===== config.mk =====
export PLATFORM = sky130hd
export DESIGN_NAME = modular_exponentiation_core_flat
export DESIGN_NICKNAME = d
export VERILOG_FILES = /design/src/hw/rtl/mexp_pkg.sv /design/src/hw/rtl/mexp_if.sv /design/src/hw/rtl/modular_exponentiation_core.sv /design/src/hw/rtl/mexp_modmul.sv /design/src/flat_wrapper.sv
export SDC_FILE = /design/constraint.sdc
export NUM_CORES = 1
export LEC_CHECK = 0
export ABC_AREA = 1
export BUFFER_PORTS_ARGS = -buffer_cell sky130_fd_sc_hd__buf_4
export CORE_MARGIN = 5
export CORE_UTILIZATION = 60
export CTS_CLUSTER_SIZE = 25
export DETAILED_ROUTE_END_ITERATION = 6
export GPL_TIMING_DRIVEN = 0
export HOLD_SLACK_MARGIN = 0.15
export PLACE_DENSITY_LB_ADDON = 0.1
export SYNTH_ARGS = -nofsm -noshare
export SYNTH_HDL_FRONTEND = slang
export SYNTH_HIERARCHICAL = 1
export SYNTH_SLANG_ARGS = --single-unit
export TNS_END_PERCENT = 10

===== constraint.sdc =====
create_clock -name clk -period 10.7 [get_ports clk]
set_clock_uncertainty 0.15 [all_clocks]
set_input_delay 0 -clock clk [delete_from_list [all_inputs] [get_ports clk]]
set_output_delay 0 -clock clk [all_outputs]
set_load 0.02 [all_outputs]

===== src/hw/rtl/mexp_pkg.sv =====
// Shared constants for the modular exponentiation core.
package mexp_pkg;

	localparam int DEF_WIDTH = 32;

	// Modulus value after reset
	localparam int unsigned MODULUS_RESET = 2;

endpackage


===== src/hw/rtl/mexp_if.sv =====
// Valid/ready channels of the modular exponentiation core.
interface mexp_op_if #(
	parameter int WIDTH = mexp_pkg::DEF_WIDTH
);
	logic             valid;
	logic             ready;
	logic [WIDTH-1:0] base;
	logic [WIDTH-1:0] exponent;

	modport source (output valid, output base, output exponent, input ready);
	modport sink (input valid, input base, input exponent, output ready);
endinterface

interface mexp_res_if #(
	parameter int WIDTH = mexp_pkg::DEF_WIDTH
);
	logic             valid;
	logic             ready;
	logic [WIDTH-1:0] result;

	modport source (output valid, output result, input ready);
	modport sink (input valid, input result, output ready);
endinterface


===== src/hw/rtl/modular_exponentiation_core.sv =====
// Top level: right-to-left square-and-multiply modular exponentiation.
//
//  channel   dir   payload               handshake
//  op        in    base, exponent        valid/ready
//  res       out   result                valid/ready
//  modulus   cfg   modulus_wdata         modulus_we
//
// One shared bit-serial multiplier does all work. An item costs a base reduction plus,
// per exponent bit up to the highest set one, a step state, a multiply where the bit
// is set and a square below the highest set bit; the core accepts the next item only
// after the current one has left for the output register.
// Reset sets the modulus to 2; a result waiting in the output register does not
// block the next item, and a stalled output holds the finished result until it moves.
module modular_exponentiation_core #(
	parameter int WIDTH = mexp_pkg::DEF_WIDTH
) (
	input  logic             clk,
	input  logic             arst_n,
	input  logic             modulus_we,
	input  logic [WIDTH-1:0] modulus_wdata,
	mexp_op_if.sink          op,
	mexp_res_if.source       res
);

	typedef enum logic [2:0] {
		ST_IDLE,
		ST_RED,
		ST_STEP,
		ST_MULA,
		ST_SQR,
		ST_DONE
	} state_t;

	state_t           state_q;
	logic [WIDTH-1:0] modulus_q;
	logic [WIDTH-1:0] acc_q;
	logic [WIDTH-1:0] sq_q;
	logic [WIDTH-1:0] e_q;
	logic             res_valid_q;
	logic [WIDTH-1:0] result_q;

	logic             mm_start;
	logic [WIDTH-1:0] mm_x;
	logic [WIDTH-1:0] mm_y;
	logic             mm_busy;
	logic             mm_done;
	logic [WIDTH-1:0] mm_prod;
	logic [WIDTH-1:0] one_mod;
	logic             op_acc;
	logic             e_high_zero;

	always_ff @(posedge clk or negedge arst_n) begin
		if (!arst_n) begin
			modulus_q <= WIDTH'(mexp_pkg::MODULUS_RESET);
		end else if (modulus_we) begin
			modulus_q <= modulus_wdata;
		end
	end

	assign one_mod     = (modulus_q == WIDTH'(1)) ? '0 : WIDTH'(1);
	assign op_acc      = op.valid && op.ready;
	assign e_high_zero = (e_q[WIDTH-1:1] == '0);

	// Issue the next product; operands come from the state that starts it
	always_comb begin
		mm_start = 1'b0;
		mm_x     = sq_q;
		mm_y     = sq_q;
		unique case (state_q)
			ST_IDLE: begin
				mm_start = op_acc && (modulus_q != '0);
				mm_x     = one_mod;
				mm_y     = op.base;
			end
			ST_STEP: begin
				mm_start = (e_q != '0);
				if (e_q[0]) begin
					mm_x = acc_q;
				end
			end
			ST_MULA: begin
				mm_start = mm_done && !e_high_zero;
			end
			ST_RED, ST_SQR, ST_DONE: begin
				mm_start = 1'b0;
			end
			default: begin
				mm_start = 1'b0;
			end
		endcase
	end

	mexp_modmul #(
		.WIDTH(WIDTH)
	) u_modmul (
		.clk   (clk),
		.arst_n(arst_n),
		.start (mm_start),
		.x     (mm_x),
		.y     (mm_y),
		.m     (modulus_q),
		.busy  (mm_busy),
		.done  (mm_done),
		.prod  (mm_prod)
	);

	always_ff @(posedge clk or negedge arst_n) begin
		if (!arst_n) begin
			state_q     <= ST_IDLE;
			res_valid_q <= 1'b0;
			acc_q       <= '0;
			sq_q        <= '0;
			e_q         <= '0;
			result_q    <= '0;
		end else begin
			// Drop the taken item; a finished item reloads the register instead
			if (res_valid_q && res.ready && state_q != ST_DONE) begin
				res_valid_q <= 1'b0;
			end
			unique case (state_q)
				ST_IDLE: begin
					if (op_acc) begin
						e_q <= op.exponent;
						if (modulus_q == '0) begin
							acc_q   <= '0;
							state_q <= ST_DONE;
						end else begin
							acc_q   <= one_mod;
							state_q <= ST_RED;
						end
					end
				end
				ST_RED: begin
					if (mm_done) begin
						sq_q    <= mm_prod;
						state_q <= ST_STEP;
					end
				end
				ST_STEP: begin
					if (e_q == '0) begin
						state_q <= ST_DONE;
					end else if (e_q[0]) begin
						state_q <= ST_MULA;
					end else begin
						state_q <= ST_SQR;
					end
				end
				ST_MULA: begin
					if (mm_done) begin
						acc_q <= mm_prod;
						// Skip the square when no higher exponent bit remains
						if (e_high_zero) begin
							e_q     <= '0;
							state_q <= ST_STEP;
						end else begin
							state_q <= ST_SQR;
						end
					end
				end
				ST_SQR: begin
					if (mm_done) begin
						sq_q    <= mm_prod;
						e_q     <= {1'b0, e_q[WIDTH-1:1]};
						state_q <= ST_STEP;
					end
				end
				ST_DONE: begin
					if (!res_valid_q || res.ready) begin
						result_q    <= acc_q;
						res_valid_q <= 1'b1;
						state_q     <= ST_IDLE;
					end
				end
				default: begin
					state_q <= ST_IDLE;
				end
			endcase
		end
	end

	assign op.ready   = (state_q == ST_IDLE);
	assign res.valid  = res_valid_q;
	assign res.result = result_q;

	a_start_when_free: assert property (@(posedge clk) disable iff (!arst_n)
		mm_start |-> !mm_busy)
		else $error("multiplier started while busy");

	a_done_when_waiting: assert property (@(posedge clk) disable iff (!arst_n)
		mm_done |-> (state_q == ST_RED || state_q == ST_MULA || state_q == ST_SQR))
		else $error("product finished with no state waiting for it");

	a_idle_unit_free: assert property (@(posedge clk) disable iff (!arst_n)
		(state_q == ST_IDLE || state_q == ST_DONE) |-> (!mm_busy && !mm_done))
		else $error("multiplier active outside of an item");

	a_result_loaded: assert property (@(posedge clk) disable iff (!arst_n)
		(state_q == ST_DONE && !res_valid_q) |=> res_valid_q && state_q == ST_IDLE)
		else $error("finished result not moved to output register");

endmodule


===== src/hw/rtl/mexp_modmul.sv =====
// Bit-serial modular multiplier: x * y mod m, one bit of y per cycle, MSB first.
module mexp_modmul #(
	parameter int WIDTH = mexp_pkg::DEF_WIDTH
) (
	input  logic             clk,
	input  logic             arst_n,
	input  logic             start,
	input  logic [WIDTH-1:0] x,
	input  logic [WIDTH-1:0] y,
	input  logic [WIDTH-1:0] m,
	output logic             busy,
	output logic             done,
	output logic [WIDTH-1:0] prod
);

	localparam int CNT_W = $clog2(WIDTH);

	logic             busy_q;
	logic             done_q;
	logic [CNT_W-1:0] cnt_q;
	logic [WIDTH-1:0] acc_q;
	logic [WIDTH-1:0] x_q;
	logic [WIDTH-1:0] y_q;

	logic [WIDTH:0]   dbl;
	logic [WIDTH-1:0] red1;
	logic [WIDTH:0]   sum;
	logic [WIDTH-1:0] red2;
	logic [WIDTH-1:0] acc_nxt;

	// Double, reduce, then add x and reduce when the current bit of y is set
	always_comb begin
		dbl  = {1'b0, acc_q} + {1'b0, acc_q};
		red1 = (dbl >= {1'b0, m}) ? WIDTH'(dbl - {1'b0, m}) : dbl[WIDTH-1:0];
		sum  = {1'b0, red1} + {1'b0, x_q};
		red2 = (sum >= {1'b0, m}) ? WIDTH'(sum - {1'b0, m}) : sum[WIDTH-1:0];
		acc_nxt = y_q[WIDTH-1] ? red2 : red1;
	end

	always_ff @(posedge clk or negedge arst_n) begin
		if (!arst_n) begin
			busy_q <= 1'b0;
			done_q <= 1'b0;
			cnt_q  <= '0;
		end else begin
			done_q <= 1'b0;
			if (start) begin
				busy_q <= 1'b1;
				cnt_q  <= '0;
			end else if (busy_q) begin
				cnt_q <= cnt_q + 1'b1;
				if (cnt_q == CNT_W'(WIDTH - 1)) begin
					busy_q <= 1'b0;
					done_q <= 1'b1;
				end
			end
		end
	end

	always_ff @(posedge clk) begin
		if (start) begin
			acc_q <= '0;
			x_q   <= x;
			y_q   <= y;
		end else if (busy_q) begin
			acc_q <= acc_nxt;
			y_q   <= {y_q[WIDTH-2:0], 1'b0};
		end
	end

	assign busy = busy_q;
	assign done = done_q;
	assign prod = acc_q;

endmodule


===== src/flat_wrapper.sv =====
// flat-port wrapper written by rule: the top's interface ports become plain ports
module modular_exponentiation_core_flat 
#(
	parameter int WIDTH = mexp_pkg::DEF_WIDTH
)
  (clk, arst_n, modulus_we, modulus_wdata, op_valid, op_base, op_exponent, op_ready, res_valid, res_result, res_ready);
  mexp_op_if #(.WIDTH(WIDTH)) op_i ();
  mexp_res_if #(.WIDTH(WIDTH)) res_i ();
  input  logic clk;
  input  logic arst_n;
  input  logic modulus_we;
  input  logic [WIDTH-1:0] modulus_wdata;
  input wire logic [$bits(op_i.valid)-1:0] op_valid;
  input wire logic [$bits(op_i.base)-1:0] op_base;
  input wire logic [$bits(op_i.exponent)-1:0] op_exponent;
  output wire logic [$bits(op_i.ready)-1:0] op_ready;
  output wire logic [$bits(res_i.valid)-1:0] res_valid;
  output wire logic [$bits(res_i.result)-1:0] res_result;
  input wire logic [$bits(res_i.ready)-1:0] res_ready;
  assign op_i.valid = op_valid;
  assign op_i.base = op_base;
  assign op_i.exponent = op_exponent;
  assign op_ready = op_i.ready;
  assign res_valid = res_i.valid;
  assign res_result = res_i.result;
  assign res_i.ready = res_ready;
  modular_exponentiation_core #(.WIDTH(WIDTH)) u_core (.clk(clk), .arst_n(arst_n), .modulus_we(modulus_we), .modulus_wdata(modulus_wdata), .op(op_i), .res(res_i));
endmodule

==> results of run 1 <==
## state kept, by name (all words and copies together) (netlist names)
signal and count:
u_core/u_modmul/done 1, u_core/u_modmul/busy 1, u_core/u_modmul/x_q 32, u_core/u_modmul/prod 32, u_core/sq_q 32, u_core/modulus_q 32
u_core/u_modmul/y_q 32, u_core/acc_q 32, u_core/e_q 32, u_core/res.valid 1, u_core/u_modmul/cnt_q 5, u_core/res.result 32
u_core/state_q 3
## area by class of cell
cell class	count	area (sq um)
Antenna cell	1	2.50
Multi-Input combinational cell	2118	11100
Timing Repair Buffer	302	2750
Sequential cell	267	6840
Clock inverter	16	149
Fill cell	2521	8420
Tap cell	442	553
Clock buffer	40	818
Buffer	107	519
Inverter	393	1480
## synth_stat cells, types with 9 or more instances
master / number
sky130_fd_sc_hd__nor2_1: 183
sky130_fd_sc_hd__xnor2_1: 14
sky130_fd_sc_hd__nand3_1: 258
sky130_fd_sc_hd__o21bai_1: 14
sky130_fd_sc_hd__ha_1: 98
sky130_fd_sc_hd__dfrtp_1: 170
sky130_fd_sc_hd__nand3b_1: 34
sky130_fd_sc_hd__a21oi_1: 118
sky130_fd_sc_hd__a21oi_2: 18
sky130_fd_sc_hd__clkbuf_1: 65
sky130_fd_sc_hd__nand3_2: 24
sky130_fd_sc_hd__inv_1: 381
sky130_fd_sc_hd__nand2_1: 864
sky130_fd_sc_hd__dfxtp_1: 32
sky130_fd_sc_hd__o22ai_1: 32
sky130_fd_sc_hd__buf_2: 22
sky130_fd_sc_hd__xor2_1: 38
sky130_fd_sc_hd__a21o_1: 13
sky130_fd_sc_hd__o21ai_0: 238
sky130_fd_sc_hd__nor3_1: 24
sky130_fd_sc_hd__buf_6: 11
sky130_fd_sc_hd__edfxtp_1: 64
sky130_fd_sc_hd__nand3b_2: 9
sky130_fd_sc_hd__nand4_1: 12
sky130_fd_sc_hd__nand2_2: 19
sky130_fd_sc_hd__mux2_2: 31
sky130_fd_sc_hd__inv_2: 10
sky130_fd_sc_hd__and2_1: 26
## kinds of logic after synthesis
logic type	count (synthesis)	synth area share (%)
simple gates	1477	32.5
mux	31	1.75
xor+xnor	52	2.29
compound gates	457	12.6
fa+ha+maj	101	6.46
buf+inv	500	10.0
flops	267	34.3
## worst paths after layout
check / depth (start not counted) / to
min in group asynchronous: 3 / u_core/modulus_q[1]
max reg2reg: 38 / u_core/u_modmul/prod[26]
max in group asynchronous: 4 / u_core/sq_q[17]
max: 38 / u_core/u_modmul/prod[26]
min reg2reg: 2 / u_core/sq_q[22]
min: 6 / u_core/e_q[21]
## cells in the final DEF (no fill, tap or decap), types with 14 or more instances in the layout
cell,netlist,final
sky130_fd_sc_hd__a21oi_1,118,118
sky130_fd_sc_hd__a21oi_2,18,18
sky130_fd_sc_hd__and2_1,26,26
sky130_fd_sc_hd__buf_2,22,22
sky130_fd_sc_hd__buf_4,2,134
sky130_fd_sc_hd__clkbuf_1,65,72
sky130_fd_sc_hd__clkbuf_16,0,30
sky130_fd_sc_hd__dfrtp_1,170,170
sky130_fd_sc_hd__dfxtp_1,32,32
sky130_fd_sc_hd__dlygate4sd3_1,0,166
sky130_fd_sc_hd__edfxtp_1,64,64
sky130_fd_sc_hd__ha_1,98,98
sky130_fd_sc_hd__inv_1,381,380
sky130_fd_sc_hd__mux2_2,31,31
sky130_fd_sc_hd__nand2_1,864,864
sky130_fd_sc_hd__nand2_2,19,19
sky130_fd_sc_hd__nand3_1,258,257
sky130_fd_sc_hd__nand3_2,24,25
sky130_fd_sc_hd__nand3b_1,34,34
sky130_fd_sc_hd__nor2_1,183,183
sky130_fd_sc_hd__nor3_1,24,24
sky130_fd_sc_hd__o21ai_0,238,238
sky130_fd_sc_hd__o21bai_1,14,14
sky130_fd_sc_hd__o22ai_1,32,32
sky130_fd_sc_hd__xnor2_1,14,14
sky130_fd_sc_hd__xor2_1,38,38
## per-stage QoR
stage | setup WS [ns] | util (%) | instances | hold WS (ns)
after global routing | 2.84 | 74.2 | 3686 | 0.205
after CTS | 3.52 | 74.1 | 3684 | 0.152
after detailed placement | 3.60 | 66.0 | 3461 | -0.129
after floorplan | 5.31 | - | 2885 | -0.446
after global placement | 3.69 | 65.8 | 3460 | 0.0792
final | 3.28 | 74.2 | 3686 | 0.167
## layer usage
layer  track usage, %  share of wire, %  routed length (um)
met4             19.9               6.2                4670
met1             51.9                39               28900
met5                0             0.011                   8
met3             8.96                11                8260
met2             63.2                44               33100
## timing repair
item / in CTS / in global routing
endpoints found under the hold margin: 277 / 0
hold buffers: 167 / 0
endpoints found under the setup margin: 0 / 0
## worst max-delay path: cells and delay by family, from the launching register on
kind | cells | cell delay (ns)
simple gates | 22 | 3.34
buf+inv | 7 | 0.89
compound gates | 3 | 0.53
xor+xnor | 1 | 0.37
fa+ha+maj | 5 | 1.42
flops | 1 | 0.56
==> flow_summary.rst, run 1 <==
.. list-table::
   :header-rows: 1

   * - Metric
     - Value
   * - Minimum period implied by the final worst setup slack
     - 7.42 ns
   * - Post-route cell area
     - 24200 sq um
   * - Ys flop type
     - sky130_fd_sc_hd__dfrtp_1
   * - Type of element capturing the critical path
     - register
   * - Number of buffers inserted during clock tree synthesis
     - 30
   * - Number of input and output port buffers inserted
     - 133
   * - Total number of clock tree sinks
     - 267
   * - First-pass detailed-route iteration total
     - 6
   * - Core outline area
     - 32600 sq um
   * - Count of cell types in the netlist
     - 49
   * - Worst path slowest cell
     - sky130_fd_sc_hd__dfstp_2
   * - Number of DRC violations after detailed routing
     - 0
   * - Run status
     - complete, no violations
   * - Maximum number of pins on one net before global-route repair
     - 88
   * - Transition at the pin with the smallest max-transition slack
     - 0.969 ns
   * - Clock input transition at the sequential cells of the worst setup and hold paths
     - 0.06 ns
   * - Final period utilization
     - 69.3%
   * - Portion of synthesized cell area occupied by the leading cell type
     - 21.4%
   * - Per-cell routed wire length
     - 20.3 um
   * - Final weighted congestion in routability-driven placement
     - 1.04
   * - Source-to-sink clock delay at the later pin of the worst-skew pair
     - 0.62 ns
   * - Cell area after synthesis
     - 19900 sq um
   * - Buffer cell driving the clock tree root
     - sky130_fd_sc_hd__clkbuf_16
   * - Max-Slew Margin vs Limit
     - 35.1%
   * - Total via count in the routed design
     - 22100
   * - Die boundary height
     - 192 um
   * - DPL Wire Length
     - 54800 um
   * - Sum of negative setup slack
     - 0 ns
   * - Number of vias per cell
     - 6.00
   * - CP startpoint kind
     - register
   * - Number of storage elements in the synthesis netlist
     - 267
   * - Row Count
     - 66
   * - Total grt overflow
     - 0
   * - Path type of the worst setup path
     - register to register
   * - Minimum setup slack among reg-to-reg paths
     - 3.28 ns
   * - GR Util All Layers
     - 40.0%
   * - Final number of max-transition violations
     - 0
   * - Reg-to-Reg Start
     - u_core/modulus_q[1]
   * - Largest area contributor in the synthesized netlist
     - sky130_fd_sc_hd__dfrtp_1
   * - Effective utilization at floorplan
     - 61.1%
   * - Post-DP Area
     - 21500 sq um
   * - Arrival time of the worst setup path
     - 7.74 ns
   * - First-pass GRT wire length
     - 115000 um
   * - Worst endpoint required time
     - 11.02 ns
   * - Number of antenna violations at the first check in global routing
     - 2
   * - Fraction of layout instances using a drive strength above 1
     - 10.8%
   * - Post-cts repair resize count
     - 0
   * - I/O pins
     - 135
   * - Total nets after synthesis
     - 3087
   * - Critical hold path startpoint
     - op_exponent[21]
   * - Final routed wirelength across all metal layers
     - 75000 um
   * - Cell types occupying the most area after synthesis
     - sky130_fd_sc_hd__dfrtp_1, sky130_fd_sc_hd__nand2_1, sky130_fd_sc_hd__edfxtp_1
   * - Critical-path maximum fanout
     - 10
   * - Source of the critical timing path
     - u_core/modulus_q[1]
   * - CTS H-tree depth
     - 1
   * - Fraction of synthesis flops using an asynchronous set or reset pin
     - 64.0%
   * - Post-synth EDFFs
     - 64
   * - Residual antenna-violating net count after detailed routing
     - 0
   * - Clock tree from TritonCTS
     - built
   * - Vias in the first global route
     - 21100
   * - Sequential-to-total area share from yosys stat
     - 34.3%
   * - Hold crit path type
     - primary input to register
   * - Number of cells produced by synthesis
     - 2885
   * - Cell occurring most often along the worst timing path
     - sky130_fd_sc_hd__nand2_1
   * - Buffer depth of the longest clock path
     - 3
   * - Total Nets Final
     - 3421
   * - Drt first-iter violations
     - 2603
   * - Max Clk Rate
     - 135 MHz
   * - Unrepaired setup endpoints after global routing
     - false
   * - Width of the chip
     - 192 um
   * - Area added between synthesis and finish
     - 21.5%
   * - Setup-failing EPs final
     - 0
   * - Post-CTS Repair Setup Buffers
     - 0
   * - Die Outline Area
     - 36900 sq um
   * - Synth warnings
     - 6
   * - Final number of hold-violating endpoints
     - 0
   * - Max-Cap Viols
     - 0
   * - Avg Synthesized Cell Area
     - 6.91 sq um
   * - Max incr delay on CP
     - 0.56 ns
Power of run 1 is not shown: default switching activity piles up to over one toggle a cycle in this logic, so the estimate is an artifact.
==> inputs of run 2 (changes only) <==
==> constraint.sdc (replaced) <==
create_clock -name clk -period 7.3 [get_ports clk]
set_clock_uncertainty 0.15 [all_clocks]
set_input_delay 0 -clock clk [delete_from_list [all_inputs] [get_ports clk]]
set_output_delay 0 -clock clk [all_outputs]
set_load 0.02 [all_outputs]
==> flow_summary.rst, run 2 (same netlist as run 1, synthesis figures left out) <==
.. list-table::
   :header-rows: 1

   * - Metric
     - Value
   * - Number of DRC violations after detailed routing
     - 2 (+2)
   * - Die boundary height
     - 192 um (unchanged)
   * - Max-Slew Margin vs Limit
     - 35.4% (+0.27 points)
   * - Buffer cell driving the clock tree root
     - sky130_fd_sc_hd__clkbuf_16
   * - Core outline area
     - 32600 sq um (unchanged)
   * - Clock input transition at the sequential cells of the worst setup and hold paths
     - 0.06 ns (about the same)
   * - GR Util All Layers
     - 40.0% (unchanged)
   * - # fillers
     - 2513 (-0.32%)
   * - Final routed wirelength across all metal layers
     - 74900 um (about the same)
   * - Unrepaired setup endpoints after global routing
     - false
   * - Die Outline Area
     - 36900 sq um (unchanged)
   * - Residual antenna-violating net count after detailed routing
     - 0 (unchanged)
   * - First-pass detailed-route iteration total
     - 7 (+1)
   * - Total Nets Final
     - 3424 (+0.088%)
   * - Clock tree from TritonCTS
     - built
   * - Most common library cell in the layout ignoring fill and taps
     - sky130_fd_sc_hd__nand2_1
   * - Maximum number of pins on one net before global-route repair
     - 88 (unchanged)
   * - Area added between synthesis and finish
     - 21.9%
   * - Reg-to-Reg Start
     - u_core/modulus_q[1]
   * - I/O pins
     - 135 (unchanged)
   * - Final number of hold-violating endpoints
     - 0 (unchanged)
   * - Path type of the worst setup path
     - register to register
   * - Transition at the pin with the smallest max-transition slack
     - 0.964 ns (-0.00408 ns)
   * - Critical hold path startpoint
     - op_exponent[21]
   * - Width of the chip
     - 192 um (unchanged)
   * - Logic depth of the worst register-to-register path
     - 39 (+2.6%)
   * - Max Clk Rate
     - 144 MHz (+7.1%)
   * - Buf+Inv Stages, Crit Path
     - 7 (unchanged)
   * - Number of buffers inserted during clock tree synthesis
     - 30 (unchanged)
   * - Max incr delay on CP
     - 0.56 ns (about the same)
   * - Cell occurring most often along the worst timing path
     - sky130_fd_sc_hd__nand2_1
   * - Number of input and output port buffers inserted
     - 133 (unchanged)
   * - Arrival time of the worst setup path
     - 7.25 ns (-0.49 ns)
   * - Number of vias per cell
     - 5.98 (-0.35%)
   * - Total number of clock tree sinks
     - 267 (unchanged)
   * - Max-Cap Viols
     - 0 (unchanged)
   * - Minimum period implied by the final worst setup slack
     - 6.93 ns (-0.493 ns)
   * - DPL Wire Length
     - 54800 um (unchanged)
   * - Type of element capturing the critical path
     - register
   * - Drt first-iter violations
     - 2544 (-2.3%)
   * - Worst endpoint required time
     - 7.62 ns (-3.40 ns)
   * - Worst hold path depth
     - 6 (unchanged)
   * - First-pass GRT wire length
     - 115000 um (unchanged)
   * - Buffer depth of the longest clock path
     - 3 (unchanged)
   * - CTS H-tree depth
     - 1 (unchanged)
   * - Critical-path maximum fanout
     - 10 (unchanged)
   * - Row Count
     - 66 (unchanged)
   * - Fraction of layout instances using a drive strength above 1
     - 11.3% (+0.45 points)
   * - Minimum setup slack among reg-to-reg paths
     - 0.37 ns (-2.91 ns)
   * - Most used cells in the layout excluding fill and tap cells
     - sky130_fd_sc_hd__nand2_1, sky130_fd_sc_hd__inv_1, sky130_fd_sc_hd__nand3_1
   * - Violated checks
     - DRC
   * - Per-cell routed wire length
     - 20.3 um (-0.12%)
   * - Total grt overflow
     - 0 (unchanged)
   * - Number of antenna violations at the first check in global routing
     - 2 (unchanged)
   * - Cell family with most CP delay
     - simple AND/OR/NAND/NOR gates
   * - Vias in the first global route
     - 21100 (unchanged)
   * - Source-to-sink clock delay at the later pin of the worst-skew pair
     - 0.62 ns (about the same)
   * - Final period utilization
     - 94.9% (+26 points)
   * - Hold crit path type
     - primary input to register
   * - Setup-failing EPs final
     - 0 (unchanged)
   * - Sink of the worst hold path
     - u_core/e_q[21]
   * - CP startpoint kind
     - register
   * - Worst path slowest cell
     - sky130_fd_sc_hd__dfstp_2
   * - Effective utilization at floorplan
     - 61.1% (unchanged)
   * - Total via count in the routed design
     - 22100 (-0.27%)
   * - Final number of max-transition violations
     - 0 (unchanged)
   * - Final weighted congestion in routability-driven placement
     - 1.04 (unchanged)
   * - Sum of negative setup slack
     - 0 ns (unchanged)
   * - Run status
     - complete, but fails checks
   * - Final core occ
     - 74.4% (+0.25 points)
   * - Worst R2R End
     - u_core/u_modmul/prod[26]
run 2: cell types whose count changed in the layout (fill, tap and decap cells not counted), sizes merged:
cell	change
buf	+3
run 2: metrics by stage:
step | instance area [sq um] | setup slack (ns) | cells | hold slack, ns
4_1_cts | 24200 | 0.117 | 3684 | 0.152
5_1_grt | 24300 | 0.0155 | 3689 | 0.205
6_report | 24300 | 0.374 | 3689 | 0.166
3_5_place_dp | 21500 | 0.199 | 3461 | -0.129
2_1_floorplan | 19900 | 1.91 | 2885 | -0.446
3_3_place_gp | 21500 | 0.295 | 3460 | 0.0792
run 2: final cells by class:
type                    count  area [sq um]  share of cell area (%)
diodes                      1          2.50                  0.0103
plain buffers             107           520                    2.14
clock buffers              40           818                    3.37
clock inverters            16           149                   0.613
inverters                 393          1480                    6.08
multi-input cells        2118         11100                    45.9
flip-flops and latches    267          6840                    28.2
well taps                 442           553                    2.28
repair buffers            305          2770                    11.4
run 2: worst max path at each step:
stage	from	end	slack, ns	depth (start not counted)
final	u_core/modulus_q[1]	u_core/u_modmul/prod[26]	0.37	39
after global routing	u_core/modulus_q[1]	u_core/u_modmul/prod[26]	0.02	42
after CTS	u_core/modulus_q[1]	u_core/u_modmul/prod[26]	0.12	41
after detailed placement	u_core/modulus_q[1]	u_core/u_modmul/prod[26]	0.20	41
after global placement	u_core/modulus_q[1]	u_core/u_modmul/prod[26]	0.29	41
after floorplan	u_core/modulus_q[1]	u_core/u_modmul/prod[20]	1.91	44
run 2: what timing repair did:
action,in CTS,in global routing
hold buffers,167,0
endpoints found under the setup margin,0,32
resized for setup,0,15
hold endpoints to repair,277,0
buffers inserted,0,3
run 2: routing by layer:
metal / part of all wire [%] / track usage, % / vias to the layer above / routed length, um
met2: 44 / 63.2 / 1414 / 33100
met4: 6.4 / 19.9 / 2 / 4790
met3: 11 / 8.96 / 351 / 8120
met5: 0.011 / 0 / - / 8
li1: - / - / 10000 / -
met1: 39 / 51.9 / 10200 / 28900
run 2: worst reg2reg max path: cells and delay by family, from the launching register on:
family / cells / cell delay, ns
flops: 1 / 0.56
compound gates: 2 / 0.26
simple gates: 24 / 3.25
fa+ha+maj: 5 / 1.43
buf+inv: 7 / 0.85
xor+xnor: 1 / 0.28
Power of run 2 is left out for the same reason.
